==> src/tetra_plane_split_defines.svh <==
// Assertion macros for the plane split block
`ifndef TETRA_PLANE_SPLIT_DEFINES_SVH
`define TETRA_PLANE_SPLIT_DEFINES_SVH
// assert a property on the block clock, ignored in reset
`define TPS_ASSERT(label, prop, msg) \
    label: assert property (@(posedge i_clk) disable iff (!i_rst_n) (prop)) else $error(msg);
// condition that must never be seen on the block clock, ignored in reset
`define TPS_NEVER(label, cond, msg) \
    label: assert property (@(posedge i_clk) disable iff (!i_rst_n) !(cond)) else $error(msg);
`endif

==> src/tps_pkg.sv <==
// Shared types and constants for the plane split block
package tps_pkg;
    localparam int NORM_BITS = 18;
    localparam int OFFS_BITS = 32;
    localparam int FRAC_BITS = 16;
    localparam int THETA_BITS = 17;
    localparam logic [THETA_BITS-1:0] THETA_ONE = 17'h10000;

    typedef enum logic [2:0] {
        CFG_NX = 3'd0,
        CFG_NY = 3'd1,
        CFG_NZ = 3'd2,
        CFG_OFFS = 3'd3,
        CFG_FIRST = 3'd4
    } t_cfg_idx;

    typedef enum logic [1:0] {
        KIND_POINT = 2'd0,
        KIND_NEG = 2'd1,
        KIND_POS = 2'd2
    } t_kind;

    typedef struct packed {
        logic start;
        logic busy;
        logic done;
    } t_div_ctl;
endpackage

==> src/tps_divider.sv <==
// Restoring divider for the edge parameter, one quotient bit per cycle
module tps_divider #(
    parameter int W = 64
) (
    input  logic i_clk,
    input  logic i_rst_n,
    input  logic i_start,
    input  logic [W-1:0] i_num,
    input  logic [W-1:0] i_den,
    output tps_pkg::t_div_ctl o_ctl,
    output logic [15:0] o_quot
);
    import tps_pkg::*;

    logic [W:0] r_rem, n_rem;
    logic [W-1:0] r_den;
    logic [15:0] r_quot;
    logic [4:0] r_cnt;
    logic r_busy, r_done;

    always_comb begin
        n_rem = {r_rem[W-1:0], 1'b0};
    end

    always_ff @(posedge i_clk) begin
        if (!i_rst_n) begin
            r_busy <= 1'b0;
            r_done <= 1'b0;
            r_cnt <= '0;
        end else begin
            r_done <= 1'b0;
            if (i_start) begin
                r_busy <= 1'b1;
                r_cnt <= 5'd16;
                r_rem <= {1'b0, i_num};
                r_den <= i_den;
                r_quot <= '0;
            end else if (r_busy) begin
                if (n_rem >= {1'b0, r_den}) begin
                    r_rem <= n_rem - {1'b0, r_den};
                    r_quot <= {r_quot[14:0], 1'b1};
                end else begin
                    r_rem <= n_rem;
                    r_quot <= {r_quot[14:0], 1'b0};
                end
                r_cnt <= r_cnt - 5'd1;
                if (r_cnt == 5'd1) begin
                    r_busy <= 1'b0;
                    r_done <= 1'b1;
                end
            end
        end
    end

    assign o_ctl = '{start: i_start, busy: r_busy, done: r_done};
    assign o_quot = r_quot;
endmodule

==> config.mk <==
export PLATFORM = sky130hd
export DESIGN_NAME = tps_divider
export DESIGN_NICKNAME = d
export VERILOG_FILES = /design/src/tetra_plane_split_defines.svh /design/src/tps_pkg.sv /design/src/tps_divider.sv
export SDC_FILE = /design/constraint.sdc
export NUM_CORES = 1
export LEC_CHECK = 0
export BUFFER_PORTS_ARGS = -buffer_cell sky130_fd_sc_hd__buf_2
export CAP_MARGIN = 0
export CELL_PAD_IN_SITES_DETAIL_PLACEMENT = 1
export CELL_PAD_IN_SITES_GLOBAL_PLACEMENT = 2
export CORE_MARGIN = 2
export CORE_UTILIZATION = 34
export DETAILED_ROUTE_END_ITERATION = 12
export PLACE_DENSITY_LB_ADDON = 0.1
export SLEW_MARGIN = 20
export SYNTH_ARGS = -nofsm -noshare
export SYNTH_HDL_FRONTEND = slang
export SYNTH_SLANG_ARGS = --single-unit
==> constraint.sdc <==
create_clock -name i_clk -period 3.25 [get_ports i_clk]
set_input_delay 0.1625 -clock i_clk [delete_from_list [all_inputs] [get_ports i_clk]]
set_output_delay 0.1625 -clock i_clk [all_outputs]
set_load 0.05 [all_outputs]
==> results.cfg <==
[synth]
yosys.area.top_type_share_pct = 41.4
yosys_warnings = 0
synth.ff_latch_count = 151
synth-main-ff-cell = edfxtp_1
synth_edf_count = 144
synthTopCellsByArea = edfxtp_1, mux2_2, ha_1
seq_area_frac_synth_pct = 42.8
syn-num-nets = 1222
yosysMostFrequentCell = edfxtp_1
synth_area_sq_um = 10400
yosysTopAreaCell = edfxtp_1
syn_area_per_cell_sq_um = 10.2
ys_top_cells_by_count = edfxtp_1, a21oi_1, inv_1, mux2_2, ha_1
yosysUniqueCellTypes = 74
syn-instance-count = 1024
async_reset_ff_share_pct = 0

[route]
vias = 9275
drt_iter0_markers = 408
wl_per_cell_um = 18.6
first_pass_iters = 4
post-route-drc-count = 0
avgViaCountPerCell = 5.01
drt_wl_total_um = 34500
ant_nets = 0

[timing]
fmax_mhz = 286
slew_violations = 0
setup_ws_ps = -248
slew_headroom_pct = 55.9
worst_slew_pin_slew_ps = 661
min_period_ps = 3500
period_share_pct = 108
fin_skew_ps = 14.2
rsz0062_at_grt = yes
hold_viol_final = 0
finalSetupViolCount = 54

[floorplan]
std_cell_rows = 64
start_util_pct = 34.3
die_w_um = 179
dieArea_sq_um = 32100
die_y_um = 179
ioPinCount = 150
core-area_sq_um = 30400

[clock_tree]
cts_max_level = 4
cts_tree = yes
cts.sinks = 151
numCtsBuffers = 17
path_clk_slew_ps = 70
clk_latency_ps = 460
ctsLongestPathBuffers = 2
cts_root_buffer = clkbuf_16

[power]
power.internal_mw = 5.34
sw_frac_of_total_pct = 33.4
ir_worst_vdd_mv = 0.427
p_leak_nw = 6.53
p_total_mw = 8.03
combPwrFrac_pct = 44.6
pwr-share-clk_pct = 24.6
p_per_area_nw_per_um2 = 529
power_frac_seq_pct = 30.8
p_sw_mw = 2.69

[hold_path]
hold_depth = 2
worstHoldStart = i_num[12]
hold_end = r_rem[12]
hp-class = primary input to flop

[global_route]
grtUsageTotal_pct = 22.2
grt_max_degree = 47
grt.overflow.total = 0
grt_pass1_vias = 9823
antenna_found_initial = 0
grt_pass1_wl_um = 53900

[setup_path]
r2r_cells = 14
rr_endpoint = r_rem[6]
ff2ff_setup_slack_ps = -250
cpMaxStageDelayCell = edfxtp_1
cp.arrival_ps = 3700
slowest_delay_ps = 440
cp_max_fo = 8
rr_startpoint = r_rem[0]
cp_data_required_time_ps = 3450
startpoint_type = flop
crit_chain = ha_4, nor2b_4, o31a_1, o311a_1, o211ai_2, a211o_1, a21oi_2, nor3b_2, buf_4, nor2_4, buf_6, buf_12, mux2_4, mux2_2
crit_path_end_kind = flop
worst-setup-path-type = flop to flop

[final_layout]
nets = 1642
layout-drive-gt1-share_pct = 37.3
syn_to_final_growth_pct = 45.3
nFillCells = 3384
n_antenna_cell = 0

[run]
drv_cap = 0

[placement]
routabilityCongestion = 0.825
place_hpwl_um = 24300
port_buffers = 149
pre_cts_ws_ps = -457

[run_status]
status = finished, violations left
failed_checks = setup timing
-- state kept, by name, summed over array words and instances (netlist names) --
register and flops:
r_cnt 5, r_rem 64, o_quot 16, r_busy 1
r_done 1, r_den 64
-- critical path: cells and delay by family (launching register included) --
family | cells | cell delay, ps
compound gates | 5 | 1140
mux | 2 | 550
fa+ha+maj | 1 | 270
buf+inv | 3 | 460
simple gates | 3 | 360
flops | 1 | 440
-- metal layers --
| layer | up-vias | GRT usage [%] | wire length (um) |
|---|---|---|---|
| li1 | 4593 | - | - |
| met1 | 4529 | 28.9 | 15900 |
| met2 | 135 | 38.8 | 17200 |
| met3 | 18 | 3.69 | 1070 |
| met4 | 0 | 4.57 | 270 |
| met5 | - | 0 | 0 |
-- cells by family after synthesis --
logic type | count (synthesis) | synth area share, %
AOI/OAI and AO/OA | 257 | 15.8
xor gates and xnor gates | 52 | 4.36
adders and majority gates | 67 | 8.10
buffers and inverters | 136 | 5.65
DFF | 151 | 42.8
muxes | 87 | 9.30
and+or+nand+nor | 274 | 14.0
-- what timing repair did --
item,CTS,global route
setup endpoints to repair,64,64
cloned,5,1
hold endpoints to repair,98,0
hold buffers,98,0
pin swaps,26,13
gates resized for setup,84,33
setup buffers,24,8
-- placed cells by master (no fill, tap or decap), types with 13 or more instances in the layout --
cell and count:
nand4_1 26, inv_1 84, o21a_1 13, ha_1 52, dlygate4sd3_1 98, clkbuf_16 18
a21oi_1 89, nor2b_1 33, nand3_1 15, nor2_1 52, edfxtp_1 144, o21bai_1 14
xor2_1 14, o21ai_0 37, a21o_1 25, nand2_1 64, buf_4 187, buf_2 148
mux2_2 52, mux2_4 28, xnor2_1 38
-- through the flow --
| step | utilization [%] | hold WS (ps) | cells | setup TNS [ps] | cell area (sq um) |
|---|---|---|---|---|---|
| final | 49.9 | 17.9 | 1853 | -9710 | 15200 |
| after global routing | 49.9 | 0.548 | 1853 | -20550 | 15200 |
| after CTS | 49.0 | 1.64 | 1844 | -9440 | 14900 |
| after detailed placement | 41.7 | 341 | 1685 | -15040 | 12700 |
| after global placement | 41.7 | 339 | 1685 | -9530 | 12700 |
| after floorplan | - | 261 | 1024 | 0 | 10400 |
-- how the worst max path moves through the flow --
stage | startpoint | end | slack, ps | cells after the start
5_1_grt | r_den[1] | r_rem[19] | -420 | 15
6_report | r_rem[0] | r_rem[6] | -250 | 14
3_3_place_gp | r_den[1] | r_rem[55] | -420 | 13
4_1_cts | r_den[1] | r_rem[6] | -230 | 15
3_5_place_dp | r_den[1] | r_rem[55] | -460 | 13
2_1_floorplan | r_rem[38] | r_rem[10] | 60 | 11
-- power by group through the flow --
stage                     logic [mW]  registers (mW)  clock network, mW
after floorplan                 1.79            2.52                  0
after global placement          2.89            2.50                  0
after detailed placement        2.93            2.50                  0
after CTS                       3.49            2.47               2.04
after global routing            3.91            2.50               2.10
final                           3.58            2.47               1.97
-- final cells by class --
cell class	count	area (sq um)	share of cell area, %
tap	396	495	3.27
clock inverter	12	120	0.792
timing repair buffer	449	3440	22.7
sequential	151	4460	29.4
multi-input combinational	737	5870	38.7
clock buffer	20	447	2.94
inverter	88	330	2.18
Power figures use the tool's default switching activity.
